`config.mk`:
```
export PLATFORM = sky130hd
export DESIGN_NAME = sound_module_command_sequencer_flat
export DESIGN_NICKNAME = d
export VERILOG_FILES = /design/src/rtl/smcs_pkg.sv /design/src/rtl/smcs_cmd_if.sv /design/src/rtl/smcs_pin_if.sv /design/src/rtl/smcs_cfg_if.sv /design/src/rtl/smcs_core.sv /design/src/rtl/sound_module_command_sequencer.sv /design/src/flat_wrapper.sv
export SDC_FILE = /design/constraint.sdc
export NUM_CORES = 1
export LEC_CHECK = 0
export BUFFER_PORTS_ARGS = -buffer_cell sky130_fd_sc_hd__buf_2
export CELL_PAD_IN_SITES_DETAIL_PLACEMENT = 0
export CELL_PAD_IN_SITES_GLOBAL_PLACEMENT = 2
export CORE_UTILIZATION = 35
export DETAILED_ROUTE_END_ITERATION = 7
export PLACE_DENSITY_LB_ADDON = 0.1
export SLEW_MARGIN = 20
export SYNTH_ARGS = -nofsm -noshare
export SYNTH_HDL_FRONTEND = slang
export SYNTH_SLANG_ARGS = --single-unit
```
`constraint.sdc`:
```
create_clock -name clk_i -period 4.1 [get_ports clk_i]
set_clock_uncertainty 0.1 [all_clocks]
set_input_delay 0.205 -clock clk_i [delete_from_list [all_inputs] [get_ports clk_i]]
set_output_delay 0.205 -clock clk_i [all_outputs]
set_load 0.05 [all_outputs]
```
`src/rtl/smcs_pkg.sv`:
```
// Shared types and constants for the sound module command sequencer.
package smcs_pkg;

  localparam int unsigned TrackW  = 8;
  localparam int unsigned MsW     = 8;
  localparam int unsigned UsW     = 6;
  localparam int unsigned CfgIdxW = 3;
  localparam int unsigned CfgDatW = 8;

  localparam logic [MsW-1:0] MsMax = '1;

  typedef enum logic [1:0] {
    ModeMsTick = 2'd0,
    ModeUsTick = 2'd1,
    ModeSound  = 2'd2,
    ModeAlarm  = 2'd3
  } mode_e;

  typedef enum logic [2:0] {
    PhIdle   = 3'd0,
    PhReset  = 3'd1,
    PhSelect = 3'd2,
    PhSettle = 3'd3,
    PhShift  = 3'd4
  } phase_e;

  typedef enum logic [CfgIdxW-1:0] {
    CfgResetLowMs   = 3'd0,
    CfgSelectHighMs = 3'd1,
    CfgSettleMs     = 3'd2,
    CfgBitLowUs     = 3'd3,
    CfgBitHighUs    = 3'd4,
    CfgSoundEnable  = 3'd5,
    CfgAlarmEnable  = 3'd6
  } cfg_idx_e;

  typedef struct packed {
    logic [MsW-1:0] reset_low_ms;
    logic [MsW-1:0] select_high_ms;
    logic [MsW-1:0] settle_ms;
    logic [UsW-1:0] bit_low_us;
    logic [UsW-1:0] bit_high_us;
    logic           sound_enable;
    logic           alarm_enable;
  } cfg_t;

  localparam cfg_t CfgReset = '{
    reset_low_ms:   8'd9,
    select_high_ms: 8'd20,
    settle_ms:      8'd10,
    bit_low_us:     6'd15,
    bit_high_us:    6'd22,
    sound_enable:   1'b1,
    alarm_enable:   1'b1
  };

  typedef struct packed {
    logic rst;
    logic sel;
    logic clk;
    logic dat;
  } pins_t;

  localparam pins_t PinsReset = '{rst: 1'b1, sel: 1'b1, clk: 1'b1, dat: 1'b0};

  typedef struct packed {
    pins_t pins;
    logic  busy;
  } result_t;

endpackage

```
`src/rtl/smcs_cmd_if.sv`:
```
// Command channel: tick and play request transactions.
interface smcs_cmd_if
  import smcs_pkg::*;
();
  logic              valid;
  logic              ready;
  logic [1:0]        mode;
  logic [TrackW-1:0] track;

  modport source (output valid, mode, track, input ready);
  modport sink   (input valid, mode, track, output ready);
endinterface

```
`src/rtl/smcs_pin_if.sv`:
```
// Result channel: pin levels and busy flag after each command.
interface smcs_pin_if;
  logic valid;
  logic ready;
  logic reset_line;
  logic select_line;
  logic clock_line;
  logic data_line;
  logic busy_res;

  modport source (output valid, reset_line, select_line, clock_line, data_line, busy_res,
                  input ready);
  modport sink   (input valid, reset_line, select_line, clock_line, data_line, busy_res,
                  output ready);
endinterface

```
`src/rtl/smcs_cfg_if.sv`:
```
// Configuration write channel.
interface smcs_cfg_if
  import smcs_pkg::*;
();
  logic               valid;
  logic               ready;
  logic [CfgIdxW-1:0] index;
  logic [CfgDatW-1:0] data;

  modport source (output valid, index, data, input ready);
  modport sink   (input valid, index, data, output ready);
endinterface

```
`src/rtl/smcs_core.sv`:
```
// Sequencer state and next-state logic for one command per step.
module smcs_core
  import smcs_pkg::*;
#(
  parameter int unsigned TRACK_BITS = 8
) (
  input  logic              clk_i,
  input  logic              rst_ni,
  input  logic              step_i,
  input  mode_e             mode_i,
  input  logic [TrackW-1:0] track_i,
  input  cfg_t              cfg_i,
  output result_t           res_o
);

  localparam int unsigned CntW = (TRACK_BITS > 1) ? $clog2(TRACK_BITS) : 1;
  localparam logic [CntW:0] BitsTotal = TRACK_BITS[CntW:0];

  phase_e            phase_q, phase_d;
  logic [MsW-1:0]    elapsed_q, elapsed_d;
  logic [TrackW-1:0] shift_q, shift_d;
  logic [CntW-1:0]   bits_q, bits_d;
  logic [UsW-1:0]    timer_q, timer_d;
  logic              half_q, half_d;
  pins_t             pins_q, pins_d;

  logic [MsW-1:0]    el_inc;
  logic [UsW-1:0]    tm_inc;
  logic [CntW:0]     bits_inc;
  logic              req_en;

  always_ff @(posedge clk_i or negedge rst_ni) begin
    if (!rst_ni) begin
      phase_q   <= PhIdle;
      elapsed_q <= '0;
      shift_q   <= '0;
      bits_q    <= '0;
      timer_q   <= '0;
      half_q    <= 1'b0;
      pins_q    <= PinsReset;
    end else if (step_i) begin
      phase_q   <= phase_d;
      elapsed_q <= elapsed_d;
      shift_q   <= shift_d;
      bits_q    <= bits_d;
      timer_q   <= timer_d;
      half_q    <= half_d;
      pins_q    <= pins_d;
    end
  end

  assign el_inc   = (elapsed_q == MsMax) ? MsMax : elapsed_q + 1'b1;
  assign tm_inc   = timer_q + 1'b1;
  assign bits_inc = {1'b0, bits_q} + 1'b1;
  assign req_en   = (mode_i == ModeSound) ? cfg_i.sound_enable : cfg_i.alarm_enable;

  always_comb begin
    phase_d   = phase_q;
    elapsed_d = elapsed_q;
    shift_d   = shift_q;
    bits_d    = bits_q;
    timer_d   = timer_q;
    half_d    = half_q;
    pins_d    = pins_q;
    unique case (mode_i)
      ModeMsTick: begin
        elapsed_d = el_inc;
        unique case (phase_q)
          PhReset: begin
            if (el_inc < cfg_i.reset_low_ms) begin
              pins_d.rst = 1'b0;
            end else begin
              pins_d.rst = 1'b1;
              pins_d.sel = 1'b1;
              phase_d    = PhSelect;
              elapsed_d  = '0;
            end
          end
          PhSelect: begin
            if (el_inc > cfg_i.select_high_ms || el_inc == MsMax) begin
              pins_d.sel = 1'b0;
              phase_d    = PhSettle;
              elapsed_d  = '0;
            end
          end
          PhSettle: begin
            if (el_inc > cfg_i.settle_ms || el_inc == MsMax) begin
              phase_d    = PhShift;
              elapsed_d  = '0;
              bits_d     = '0;
              pins_d.clk = 1'b0;
              pins_d.dat = shift_q[0];
              shift_d    = shift_q >> 1;
              timer_d    = '0;
              half_d     = 1'b0;
            end
          end
          default: ;
        endcase
      end
      ModeUsTick: begin
        if (phase_q == PhShift) begin
          timer_d = tm_inc;
          if (!half_q) begin
            if (tm_inc >= cfg_i.bit_low_us) begin
              pins_d.clk = 1'b1;
              half_d     = 1'b1;
              timer_d    = '0;
            end
          end else if (tm_inc >= cfg_i.bit_high_us) begin
            if (bits_inc >= BitsTotal) begin
              pins_d.sel = 1'b1;
              phase_d    = PhIdle;
              bits_d     = '0;
              timer_d    = '0;
              half_d     = 1'b0;
            end else begin
              bits_d     = bits_inc[CntW-1:0];
              pins_d.clk = 1'b0;
              pins_d.dat = shift_q[0];
              shift_d    = shift_q >> 1;
              timer_d    = '0;
              half_d     = 1'b0;
            end
          end
        end
      end
      ModeSound, ModeAlarm: begin
        if (req_en) begin
          shift_d   = track_i;
          elapsed_d = '0;
          if (phase_q == PhIdle) begin
            phase_d    = PhReset;
            pins_d.rst = 1'b0;
          end else if (phase_q == PhShift) begin
            bits_d     = '0;
            pins_d.clk = 1'b0;
            pins_d.dat = track_i[0];
            shift_d    = track_i >> 1;
            timer_d    = '0;
            half_d     = 1'b0;
          end
        end
      end
      default: ;
    endcase
  end

  assign res_o.pins = pins_d;
  assign res_o.busy = (phase_d != PhIdle);

  a_half_in_shift: assert property (@(posedge clk_i) disable iff (!rst_ni)
    half_q |-> phase_q == PhShift)
    else $error("clock high half outside shift phase");

  a_reset_low: assert property (@(posedge clk_i) disable iff (!rst_ni)
    phase_q == PhReset |-> !pins_q.rst)
    else $error("reset line high during reset phase");

  a_settle_selected: assert property (@(posedge clk_i) disable iff (!rst_ni)
    phase_q == PhSettle |-> !pins_q.sel)
    else $error("select line high during settle phase");

  a_stray_us: assert property (@(posedge clk_i) disable iff (!rst_ni)
    (step_i && mode_i == ModeUsTick && phase_q != PhShift) |=>
      ($stable(pins_q) && $stable(phase_q)))
    else $error("stray microsecond tick changed state");

endmodule

```
`src/rtl/sound_module_command_sequencer.sv`:
```
// Top level of the three-wire sound module command sequencer.
//
// Channels: cmd_i takes one command per transaction (mode 0 millisecond
// tick, 1 microsecond tick, 2 sound request, 3 alarm request, with track).
// pin_o returns exactly one transaction per command: the reset, select,
// clock and data pin levels after that command, and the busy flag.
// cfg_i writes the timing and enable registers; it is always ready and
// must only be used while no command is in flight.
// Accepted commands pass the command register, then the result register.
// Throughput: one command per cycle while pin_o is not stalled, set by the
// state update between the command register and the result register.
// Stall: while pin_o is stalled the result is held; one more command is
// taken into the command register, then cmd_i.ready drops.
// Reset: sequencer idle, pins reset high, select high, clock high, data
// low; registers take their default timing and both enables set.
module sound_module_command_sequencer
  import smcs_pkg::*;
#(
  parameter int unsigned TRACK_BITS = 8
) (
  input  logic clk_i,
  input  logic rst_ni,
  smcs_cmd_if.sink   cmd_i,
  smcs_pin_if.source pin_o,
  smcs_cfg_if.sink   cfg_i
);

  logic              in_valid_q, in_valid_d;
  mode_e             mode_q;
  logic [TrackW-1:0] track_q;
  logic              out_valid_q, out_valid_d;
  result_t           out_q;
  result_t           res;
  cfg_t              cfg_q;
  logic              advance;
  logic              accept;

  assign advance     = in_valid_q && (!out_valid_q || pin_o.ready);
  assign cmd_i.ready = !in_valid_q || advance;
  assign accept      = cmd_i.valid && cmd_i.ready;
  assign cfg_i.ready = 1'b1;

  always_comb begin
    in_valid_d = in_valid_q;
    if (accept) begin
      in_valid_d = 1'b1;
    end else if (advance) begin
      in_valid_d = 1'b0;
    end
    out_valid_d = out_valid_q;
    if (advance) begin
      out_valid_d = 1'b1;
    end else if (pin_o.ready) begin
      out_valid_d = 1'b0;
    end
  end

  always_ff @(posedge clk_i or negedge rst_ni) begin
    if (!rst_ni) begin
      in_valid_q  <= 1'b0;
      out_valid_q <= 1'b0;
    end else begin
      in_valid_q  <= in_valid_d;
      out_valid_q <= out_valid_d;
    end
  end

  always_ff @(posedge clk_i) begin
    if (accept) begin
      mode_q  <= mode_e'(cmd_i.mode);
      track_q <= cmd_i.track;
    end
    if (advance) begin
      out_q <= res;
    end
  end

  always_ff @(posedge clk_i or negedge rst_ni) begin
    if (!rst_ni) begin
      cfg_q <= CfgReset;
    end else if (cfg_i.valid) begin
      unique case (cfg_i.index)
        CfgResetLowMs:   cfg_q.reset_low_ms   <= cfg_i.data;
        CfgSelectHighMs: cfg_q.select_high_ms <= cfg_i.data;
        CfgSettleMs:     cfg_q.settle_ms      <= cfg_i.data;
        CfgBitLowUs:     cfg_q.bit_low_us     <= cfg_i.data[UsW-1:0];
        CfgBitHighUs:    cfg_q.bit_high_us    <= cfg_i.data[UsW-1:0];
        CfgSoundEnable:  cfg_q.sound_enable   <= cfg_i.data[0];
        CfgAlarmEnable:  cfg_q.alarm_enable   <= cfg_i.data[0];
        default: ;
      endcase
    end
  end

  smcs_core #(
    .TRACK_BITS(TRACK_BITS)
  ) u_core (
    .clk_i   (clk_i),
    .rst_ni  (rst_ni),
    .step_i  (advance),
    .mode_i  (mode_q),
    .track_i (track_q),
    .cfg_i   (cfg_q),
    .res_o   (res)
  );

  assign pin_o.valid       = out_valid_q;
  assign pin_o.reset_line  = out_q.pins.rst;
  assign pin_o.select_line = out_q.pins.sel;
  assign pin_o.clock_line  = out_q.pins.clk;
  assign pin_o.data_line   = out_q.pins.dat;
  assign pin_o.busy_res    = out_q.busy;

endmodule

```
`src/flat_wrapper.sv`:
```
// flat-port wrapper written by rule: the top's interface ports become plain ports
module sound_module_command_sequencer_flat import smcs_pkg::*;
#(
  parameter int unsigned TRACK_BITS = 8
)
  (clk_i, rst_ni, cmd_i_valid, cmd_i_mode, cmd_i_track, cmd_i_ready, pin_o_valid, pin_o_reset_line, pin_o_select_line, pin_o_clock_line, pin_o_data_line, pin_o_busy_res, pin_o_ready, cfg_i_valid, cfg_i_index, cfg_i_data, cfg_i_ready);
  smcs_cmd_if cmd_i_i ();
  smcs_pin_if pin_o_i ();
  smcs_cfg_if cfg_i_i ();
  input  logic clk_i;
  input  logic rst_ni;
  input wire logic [$bits(cmd_i_i.valid)-1:0] cmd_i_valid;
  input wire logic [$bits(cmd_i_i.mode)-1:0] cmd_i_mode;
  input wire logic [$bits(cmd_i_i.track)-1:0] cmd_i_track;
  output wire logic [$bits(cmd_i_i.ready)-1:0] cmd_i_ready;
  output wire logic [$bits(pin_o_i.valid)-1:0] pin_o_valid;
  output wire logic [$bits(pin_o_i.reset_line)-1:0] pin_o_reset_line;
  output wire logic [$bits(pin_o_i.select_line)-1:0] pin_o_select_line;
  output wire logic [$bits(pin_o_i.clock_line)-1:0] pin_o_clock_line;
  output wire logic [$bits(pin_o_i.data_line)-1:0] pin_o_data_line;
  output wire logic [$bits(pin_o_i.busy_res)-1:0] pin_o_busy_res;
  input wire logic [$bits(pin_o_i.ready)-1:0] pin_o_ready;
  input wire logic [$bits(cfg_i_i.valid)-1:0] cfg_i_valid;
  input wire logic [$bits(cfg_i_i.index)-1:0] cfg_i_index;
  input wire logic [$bits(cfg_i_i.data)-1:0] cfg_i_data;
  output wire logic [$bits(cfg_i_i.ready)-1:0] cfg_i_ready;
  assign cmd_i_i.valid = cmd_i_valid;
  assign cmd_i_i.mode = cmd_i_mode;
  assign cmd_i_i.track = cmd_i_track;
  assign cmd_i_ready = cmd_i_i.ready;
  assign pin_o_valid = pin_o_i.valid;
  assign pin_o_reset_line = pin_o_i.reset_line;
  assign pin_o_select_line = pin_o_i.select_line;
  assign pin_o_clock_line = pin_o_i.clock_line;
  assign pin_o_data_line = pin_o_i.data_line;
  assign pin_o_busy_res = pin_o_i.busy_res;
  assign pin_o_i.ready = pin_o_ready;
  assign cfg_i_i.valid = cfg_i_valid;
  assign cfg_i_i.index = cfg_i_index;
  assign cfg_i_i.data = cfg_i_data;
  assign cfg_i_ready = cfg_i_i.ready;
  sound_module_command_sequencer #(.TRACK_BITS(TRACK_BITS)) u_core (.clk_i(clk_i), .rst_ni(rst_ni), .cmd_i(cmd_i_i), .pin_o(pin_o_i), .cfg_i(cfg_i_i));
endmodule
```
==> impl_metrics.json, run 1 <==
{
  "status": "complete, no violations",
  "numClockSinks": 88,
  "fin_total_pwr_mw": 2.66,
  "route.detailed.vias_per_inst": 5.09,
  "synthFlopType": "dfrtp_1",
  "drt-total-wl_mm": 11.7,
  "rsz0062_at_grt": "false",
  "end_kind": "register",
  "grt_first_pass_wirelength_mm": 20.1,
  "syn_area_per_cell_um2": 9.40,
  "yosysWarnings": 0,
  "cp.arrival_ps": 3750,
  "die_height_um": 122,
  "dieArea_um2": 14900,
  "max_slew.worst_pin.slew_ps": 967,
  "postSynthCellCount": 535,
  "min_period_over_period": 0.894,
  "area_growth_pct": 15.8,
  "syn_area_um2": 5030,
  "clk_pin_slew_ps": 70,
  "place.gp.congestion": 0.797,
  "drt-pass1-iter-count": 4,
  "criticalPathCategory": "register to register",
  "hold_ws_ps": 29.3,
  "gr-total-overflow": 0,
  "synth_nets": 599,
  "finalCriticalPeriod_ps": 3660,
  "vdd_drop_max_mv": 0.199,
  "hp-class": "input port to register",
  "die_w_um": 122,
  "fp.coreArea_um2": 13900,
  "num_rows": 43,
  "nNetsFinal": 643,
  "wl_per_cell_um": 15.3,
  "cts_htree_levels": 3,
  "post_cts_buffers": 0,
  "cp_slowest_cell": "o211ai_1",
  "hold_viol": 0,
  "antenna_cells": 0,
  "vias": 3891,
  "async_reset_ff_frac": 0.830,
  "drt_iter0_drc": 199,
  "cp_cell_sequence": "ha_1 -> nand4_1 -> or2_2 -> o21ai_0 -> ha_1 -> nand4_1 -> o21ai_0 -> o211ai_4 -> o211ai_1 -> o21ai_0",
  "drive_gt1_frac": 0.163,
  "setup_tns_ps": 0,
  "stdcell_count": 764,
  "p_leak_nw": 2.52,
  "drc": 0,
  "synth.distinct_cells": 57,
  "yosysSeqAreaShare": 0.457,
  "hpwlAfterDp_mm": 8.51,
  "postCtsResizedCells": 0,
  "ys_ff_latch": 88,
  "worstSkewPairLatency_ps": 350,
  "cp.required_ps": 4190,
  "track_usage": 0.176,
  "cap_viol_max_count": 0,
  "antenna_found_initial": 0,
  "worstPathMaxFanout": 16,
  "fillerInstances": 1388,
  "crit_family": "compound AO/OA/AOI/OAI gates",
  "numPortBuffers": 32,
  "slew_viol_final": 0,
  "grt_max_degree": 74,
  "crit_path_frequent_cell": "o21ai_0",
  "cts_buffers": 9,
  "dp_cells": 734,
  "antenna_left": 0,
  "cts_tree": "built",
  "cts.root.buffer_cell": "clkbuf_16",
  "grt_pass1_vias": 3968,
  "initial_core_util": 0.361,
  "setup_violations": 0,
  "max_slew_margin": 0.355,
  "io_pins": 34,
  "pwr_density_cell_nw_per_um2": 456,
  "fmax_mhz": 273,
  "critPathMaxStageDelay_ps": 790,
  "crit_buf_inv": 0,
  "synth-edff-count": 15,
  "clockBufferDepth": 2,
  "critPathLaunchType": "register"
}
## what timing repair did
item | CTS | global route
endpoints found under the setup margin | 0 | 0
endpoints found under the hold margin | 71 | 0
hold buffers | 14 | 0
## logic make-up (layout without fill, tap and decap cells)
| logic type | Yosys count | in the layout | synth area share |
|---|---|---|---|
| other cells | 1 | 1 | 0.000746 |
| buf+inv | 58 | 107 | 0.0448 |
| mux | 15 | 15 | 0.0333 |
| simple gates | 180 | 180 | 0.168 |
| fa+ha+maj | 38 | 38 | 0.0946 |
| flops | 88 | 88 | 0.457 |
| xor+xnor | 6 | 6 | 0.0105 |
| compound gates | 149 | 149 | 0.190 |
## final cells by class
type	count	area, um2	area share
Timing Repair Buffer	53	355	0.0610
Tap cell	180	225	0.0387
Multi-Input combinational cell	389	2500	0.430
Clock buffer	9	225	0.0387
Inverter	38	143	0.0245
Clock inverter	7	71.3	0.0122
Sequential cell	88	2300	0.395
## cells in the mapped netlist (all sizes together) (4+ instances only)
library cell / number / area (um2)
mux2: 14 / 158
inv: 38 / 143
o21a: 5 / 37.5
ha: 38 / 475
nor3: 6 / 30.0
and2: 5 / 31.3
nor2: 30 / 115
nand4: 7 / 43.8
nor2b: 7 / 43.8
clkbuf: 16 / 60.1
a21oi: 22 / 110
dfrtp: 55 / 1380
nand2: 79 / 297
o21ai: 67 / 335
buf: 4 / 22.5
dfstp: 18 / 473
o211ai: 7 / 66.3
or2: 5 / 31.3
edfxtp: 15 / 450
a21o: 8 / 60.1
nand3: 18 / 95.1
a22o: 10 / 87.6
nand2b: 13 / 81.3
## sequential cells by signal (all words and copies together) (netlist names)
name and count:
u_core.pin_o.valid 1, u_core.u_core.shift_q 8, u_core.u_core.bits_q 3, u_core.mode_q 2, u_core.u_core.timer_q 6, u_core.u_core.elapsed_q 8
u_core.u_core.pins_q 4, u_core.pin_o.busy_res 1, u_core.cfg_q 38, u_core.in_valid_q 1, u_core.pin_o.clock_line 1, u_core.track_q 8
u_core.u_core.half_q 1, u_core.pin_o.reset_line 1, u_core.pin_o.select_line 1, u_core.u_core.phase_q 3, u_core.pin_o.data_line 1
## metal layers
layer | global-route usage | share of wire | up-vias
met5 | 0 | 0 | -
met4 | 0.0610 | 0.014 | 0
met3 | 0.0389 | 0.020 | 13
met2 | 0.288 | 0.47 | 33
met1 | 0.229 | 0.49 | 1858
li1 | - | - | 1987
## worst reg2reg max path: cells and delay by family, from the launching register on
family / cells / cell delay (ps)
flops: 1 / 410
fa+ha+maj: 2 / 520
simple gates: 3 / 720
compound gates: 5 / 1790
## stage by stage
step                      utilization  worst slack, ps  cell area [um2]
after floorplan                     -             1090             5030
after global placement          0.387              529             5390
after detailed placement        0.387              398             5390
after CTS                       0.418              389             5820
after global routing            0.418             33.1             5820
final                           0.418              436             5820
## layout by cell type (no fill, tap or decap), types with 4 or more instances in the layout
cell | netlist | layout
a21o_1 | 8 | 8
a21oi_1 | 22 | 22
a22o_1 | 10 | 10
and2_1 | 5 | 5
buf_2 | 3 | 31
buf_4 | 1 | 8
clkbuf_16 | 0 | 9
dfrtp_1 | 55 | 55
dfstp_2 | 18 | 18
dlygate4sd3_1 | 0 | 14
edfxtp_1 | 15 | 15
ha_1 | 38 | 38
inv_1 | 38 | 38
mux2_2 | 14 | 14
nand2_1 | 79 | 79
nand2b_1 | 13 | 13
nand3_1 | 17 | 17
nand4_1 | 7 | 7
nor2_1 | 29 | 29
nor2b_1 | 7 | 7
nor3_1 | 6 | 6
o211ai_1 | 6 | 6
o21a_1 | 5 | 5
o21ai_0 | 67 | 67
or2_2 | 4 | 4
## power by group
group	internal (mW)	switching (mW)	total [mW]	leakage, nW
Combinational	0.262	0.389	0.651	1.36
Sequential	1.07	0.0968	1.17	1.02
Clock	0.473	0.363	0.836	0.139
## final timing paths
path                                                         from                                    to  slack (ps)  cells past startpoint
max                        u_core.u_core.elapsed_q[0]$_DFFE_PN0P_  u_core.u_core.shift_q[5]$_DFFE_PN0P_         440                     10
min                                                 cfg_i_data[3]          u_core.cfg_q[17]$_DFFE_PN1P_          30                      3
max reg2reg                u_core.u_core.elapsed_q[0]$_DFFE_PN0P_  u_core.u_core.shift_q[5]$_DFFE_PN0P_         440                     10
min reg2reg                  u_core.u_core.shift_q[6]$_DFFE_PN0P_  u_core.u_core.shift_q[6]$_DFFE_PN0P_         380                      2
max in group asynchronous                                  rst_ni          u_core.cfg_q[29]$_DFFE_PN0P_        2820                      2
min in group asynchronous                                  rst_ni  u_core.u_core.timer_q[0]$_DFFE_PN0P_         450                      2
Power figures use the tool's default switching activity.
==> inputs of run 2 (changes only) <==
MAX_ROUTING_LAYER = met4   (was not set)
==> run 2 against run 1 <==
  * Clock-buffer cell count unchanged
  * Combinational power about the same
  * Sequential power about the same
  * Global-route usage increased by 0.54 points
  * Highest routed layer unchanged
  * Cell count unchanged
  * Via count increased by 0.26%
  * Critical path depth unchanged
==> impl_metrics.json, run 2 (same netlist as run 1, synthesis figures left out) <==
{
  "cts_buffers": 9,
  "clockBufferDepth": 2,
  "fp.coreArea_um2": 13900,
  "grt_pass1_vias": 3970,
  "cp.arrival_ps": 3740,
  "cts.root.buffer_cell": "clkbuf_16",
  "nNetsFinal": 643,
  "finalCriticalPeriod_ps": 3660,
  "status": "complete, no violations",
  "internal_power_mw": 1.81,
  "place.gp.congestion": 0.809,
  "dpl_worst_slack_ps": 398,
  "setup_tns_ps": 0,
  "vdd_drop_max_mv": 0.199,
  "die_w_um": 122,
  "criticalPathCategory": "register to register",
  "end_kind": "register",
  "hold_viol": 0,
  "numPortBuffers": 32,
  "drc": 0,
  "p_comb_frac": 0.245,
  "grt_first_pass_wirelength_mm": 20.1,
  "track_usage": 0.182,
  "antenna_left": 0,
  "postCtsResizedCells": 0,
  "top_register": "u_core.cfg_q",
  "die_height_um": 122,
  "route.detailed.vias_per_inst": 5.11,
  "drt_iter0_drc": 224,
  "drt-total-wl_mm": 11.7,
  "hpwlAfterDp_mm": 8.51,
  "clk_pin_slew_ps": 70,
  "max_slew.worst_pin.slew_ps": 968,
  "ff2ff_setup_slack_ps": 440,
  "fmax_mhz": 273,
  "antenna_cells": 0,
  "final_common_cell": "nand2_1",
  "cap_viol_max_count": 0,
  "area_growth_pct": 15.8,
  "swShare": 0.320,
  "rsz0062_at_grt": "false",
  "worstPathMaxFanout": 16,
  "power_frac_clock": 0.314,
  "power.share.sequential": 0.440,
  "pwr_density_cell_nw_per_um2": 456,
  "cts_tree": "built",
  "p_leak_nw": 2.52,
  "hp-class": "input port to register",
  "critPathLaunchType": "register",
  "final_cell_mix": "nand2_1 (79), o21ai_0 (67), dfrtp_1 (55)",
  "cp.required_ps": 4180,
  "post_cts_buffers": 0,
  "layout_setup_ws_ps": 442,
  "p_switching_mw": 0.849,
  "numClockSinks": 88,
  "min_period_over_period": 0.892,
  "num_rows": 43,
  "dieArea_um2": 14900,
  "cts_htree_levels": 3,
  "vias": 3901,
  "io_pins": 34,
  "worstSkewPairLatency_ps": 350,
  "slew_viol_final": 0,
  "max_slew_margin": 0.355,
  "wl_per_cell_um": 15.4,
  "setup_violations": 0,
  "grt_max_degree": 74,
  "largest_reg_flops": 38,
  "antenna_found_initial": 0,
  "initial_core_util": 0.361,
  "gr-total-overflow": 0,
  "drive_gt1_frac": 0.163,
  "drt-pass1-iter-count": 4
}
## run 2: timing repair
item | in CTS | in global routing
setup endpoints to repair | 0 | 0
hold buffers | 14 | 0
hold endpoints to repair | 71 | 0
## run 2: power by group through the flow
| stage | clock network (mW) | logic, mW | registers, mW |
|---|---|---|---|
| final | 0.835 | 0.651 | 1.17 |
| after global routing | 0.903 | 0.760 | 1.19 |
| after CTS | 0.866 | 0.668 | 1.17 |
| after detailed placement | 0 | 0.654 | 1.18 |
| after global placement | 0 | 0.640 | 1.18 |
| after floorplan | 0 | 0.468 | 1.17 |
## run 2: final cells by class
type | instances | area [um2]
inverters | 38 | 143
flip-flops and latches | 88 | 2300
fillers | 1388 | 8110
well taps | 180 | 225
clock inverters | 7 | 71.3
multi-input cells | 389 | 2500
clock buffers | 9 | 225
repair buffers | 53 | 355
## run 2: stage by stage
step	instance area [um2]	utilization	hold WS, ps	std cells	power, mW
5_1_grt	5820	0.418	26.5	764	2.85
6_report	5820	0.418	30.6	764	2.66
3_5_place_dp	5390	0.387	283	734	1.84
2_1_floorplan	5030	-	-191	535	1.63
3_3_place_gp	5390	0.387	284	734	1.82
4_1_cts	5820	0.418	10.1	764	2.70
## run 2: final timing paths
path                                                        start                              endpoint  cells past startpoint
max                        u_core.u_core.elapsed_q[0]$_DFFE_PN0P_  u_core.u_core.shift_q[7]$_DFFE_PN0P_                     10
min                                                 cfg_i_data[2]          u_core.cfg_q[24]$_DFFE_PN1P_                      3
max reg2reg                u_core.u_core.elapsed_q[0]$_DFFE_PN0P_  u_core.u_core.shift_q[7]$_DFFE_PN0P_                     10
min reg2reg                  u_core.u_core.shift_q[6]$_DFFE_PN0P_  u_core.u_core.shift_q[6]$_DFFE_PN0P_                      2
max in group asynchronous                                  rst_ni          u_core.cfg_q[29]$_DFFE_PN0P_                      2
min in group asynchronous                                  rst_ni  u_core.u_core.timer_q[2]$_DFFE_PN0P_                      2
## run 2: critical path, stage by stage, from the launching register on
cell      delay (ps)
dfrtp_1          410
ha_1             300
nand4_1          190
or2_2            360
o21ai_0          220
ha_1             220
nand4_1          160
o21ai_0          360
o211ai_4         180
o211ai_1         780
o21ai_0          220
## run 2: metal layers
layer | GRT usage | share of wire | up-vias
li1 | - | - | 1986
met1 | 0.229 | 0.49 | 1859
met2 | 0.288 | 0.47 | 40
met3 | 0.0389 | 0.022 | 16
met4 | 0.0610 | 0.016 | 0
met5 | - | 0 | -
==> inputs of run 3 (changes only) <==
GPL_ROUTABILITY_DRIVEN = 1   (was not set)
clock period = 3.8 ns   (was 4.1 ns; I/O delays follow)
==> run 3 against run 2 <==
  * Register-to-register slack worse by 30 ps
  * Fmax increased by 8.0%
  * Clock-buffer cell count increased by 4
  * Via count shrank 0.92%
  * Non-clock buffer count stayed put
  * Critical endpoint is now u_core.u_core.timer_q[2]$_DFFE_PN0P_
  * Routed wire length increased by 0.57%
==> impl_metrics.json, run 3 (same netlist as run 1, synthesis figures left out) <==
{
  "status": "complete, no violations",
  "cts_tree": "built",
  "vdd_drop_max_mv": 0.232,
  "criticalPathCategory": "register to register",
  "finalCriticalPeriod_ps": 3390,
  "route.detailed.vias_per_inst": 5.06,
  "area_growth_pct": 16.2,
  "worstSkewPairLatency_ps": 340,
  "fp.coreArea_um2": 13900,
  "dp_cells": 734,
  "fmax_mhz": 295,
  "max_slew_margin": 0.366,
  "drt_iter0_drc": 237,
  "slew_viol_final": 0,
  "grt_util_met3": 0.0435,
  "numPortBuffers": 32,
  "num_rows": 43,
  "worstPathMaxFanout": 14,
  "io_pins": 34,
  "hold_viol": 0,
  "gr-total-overflow": 0,
  "nNetsFinal": 643,
  "setup_violations": 0,
  "postCtsResizedCells": 0,
  "place.gp.congestion": 0.804,
  "largest_reg_flops": 38,
  "post_cts_buffers": 0,
  "grt_first_pass_wirelength_mm": 20.1,
  "p_leak_nw": 2.54,
  "final_common_cell": "nand2_1",
  "rsz0062_at_grt": "false",
  "hold_ws_ps": 19.1,
  "drc": 0,
  "drt-total-wl_mm": 11.8,
  "final_cell_mix": "nand2_1 (79), o21ai_0 (67), dfrtp_1 (55)",
  "numClockSinks": 88,
  "end_kind": "register",
  "min_period_over_period": 0.892,
  "grt_util_met2": 0.292,
  "cts_buffers": 9,
  "max_slew.worst_pin.slew_ps": 952,
  "antenna_cells": 0,
  "busiest_layer": "met2",
  "cp.arrival_ps": 3500,
  "pwr_density_cell_nw_per_um2": 502,
  "drive_gt1_frac": 0.159,
  "clk_pin_slew_ps": 60,
  "hp-class": "input port to register",
  "die_height_um": 122,
  "use_met1": 0.234,
  "track_usage": 0.182,
  "cts.root.buffer_cell": "clkbuf_16",
  "wl_per_cell_um": 15.5,
  "vias": 3865,
  "cap_viol_max_count": 0,
  "fin_total_pwr_mw": 2.94,
  "cp.required_ps": 3910,
  "cts_htree_levels": 3,
  "clockBufferDepth": 2,
  "stdcell_count": 764,
  "drt-pass1-iter-count": 4,
  "hpwlAfterDp_mm": 8.61,
  "initial_core_util": 0.361,
  "die_w_um": 122,
  "utilization": 0.420,
  "antenna_left": 0,
  "grt_max_degree": 74,
  "critPathLaunchType": "register",
  "top_register": "u_core.cfg_q",
  "dieArea_um2": 14900,
  "setup_tns_ps": 0,
  "fillerInstances": 1381,
  "grt_pass1_vias": 3860,
  "antenna_found_initial": 0
}
==> run 3: path summary, 6_finish.rpt <==
check	from	endpoint	slack [ps]	depth (start not counted)
max	u_core.u_core.elapsed_q[2]$_DFFE_PN0P_	u_core.u_core.timer_q[2]$_DFFE_PN0P_	410	12
min	cfg_i_data[3]	u_core.cfg_q[33]$_DFFE_PN1P_	20	3
max reg2reg	u_core.u_core.elapsed_q[2]$_DFFE_PN0P_	u_core.u_core.timer_q[2]$_DFFE_PN0P_	410	12
min reg2reg	u_core.u_core.shift_q[6]$_DFFE_PN0P_	u_core.u_core.shift_q[6]$_DFFE_PN0P_	380	2
max in group asynchronous	rst_ni	u_core.u_core.phase_q[0]$_DFFE_PN0P_	2550	2
min in group asynchronous	rst_ni	u_core.u_core.timer_q[2]$_DFFE_PN0P_	440	2
==> run 3: area by class of cell <==
type | count | area (um2) | share of cell area
flip-flops and latches | 88 | 2300 | 0.393
multi-input cells | 389 | 2500 | 0.428
clock inverters | 3 | 68.8 | 0.0118
repair buffers | 53 | 355 | 0.0608
clock buffers | 13 | 250 | 0.0428
well taps | 180 | 225 | 0.0385
inverters | 38 | 143 | 0.0244
==> run 3: stage by stage <==
stage                     setup WS, ps  instance area [um2]
after floorplan                    785                 5030
after global placement             515                 5390
after detailed placement           444                 5390
after CTS                          409                 5850
after global routing               171                 5850
final                              412                 5850
==> run 3: per-layer routing <==
layer,share of wire,vias to the layer above
li1,-,1978
met5,0,-
met4,0.0078,0
met1,0.48,1839
met3,0.028,9
met2,0.48,39
==> run 3: report_power, final <==
part,internal (mW),switching [mW]
clock,0.597,0.372
combinational,0.285,0.418
sequential,1.16,0.108
total,2.04,0.898
==> run 3: worst max-delay path: stages (launching register included) <==
cell and delay [ps]:
dfrtp_1 500, nand3_1 250, nor2_1 190, nand2_1 80, mux2_2 320, ha_1 320, nand4_1 200, o21ai_0 360
o211ai_4 180, o211ai_1 260, buf_4 230, or2_0 160, o21ai_0 100
==> run 3: timing repair <==
action	in CTS	in global routing
endpoints found under the setup margin	0	0
endpoints found under the hold margin	72	0
hold buffers	14	0
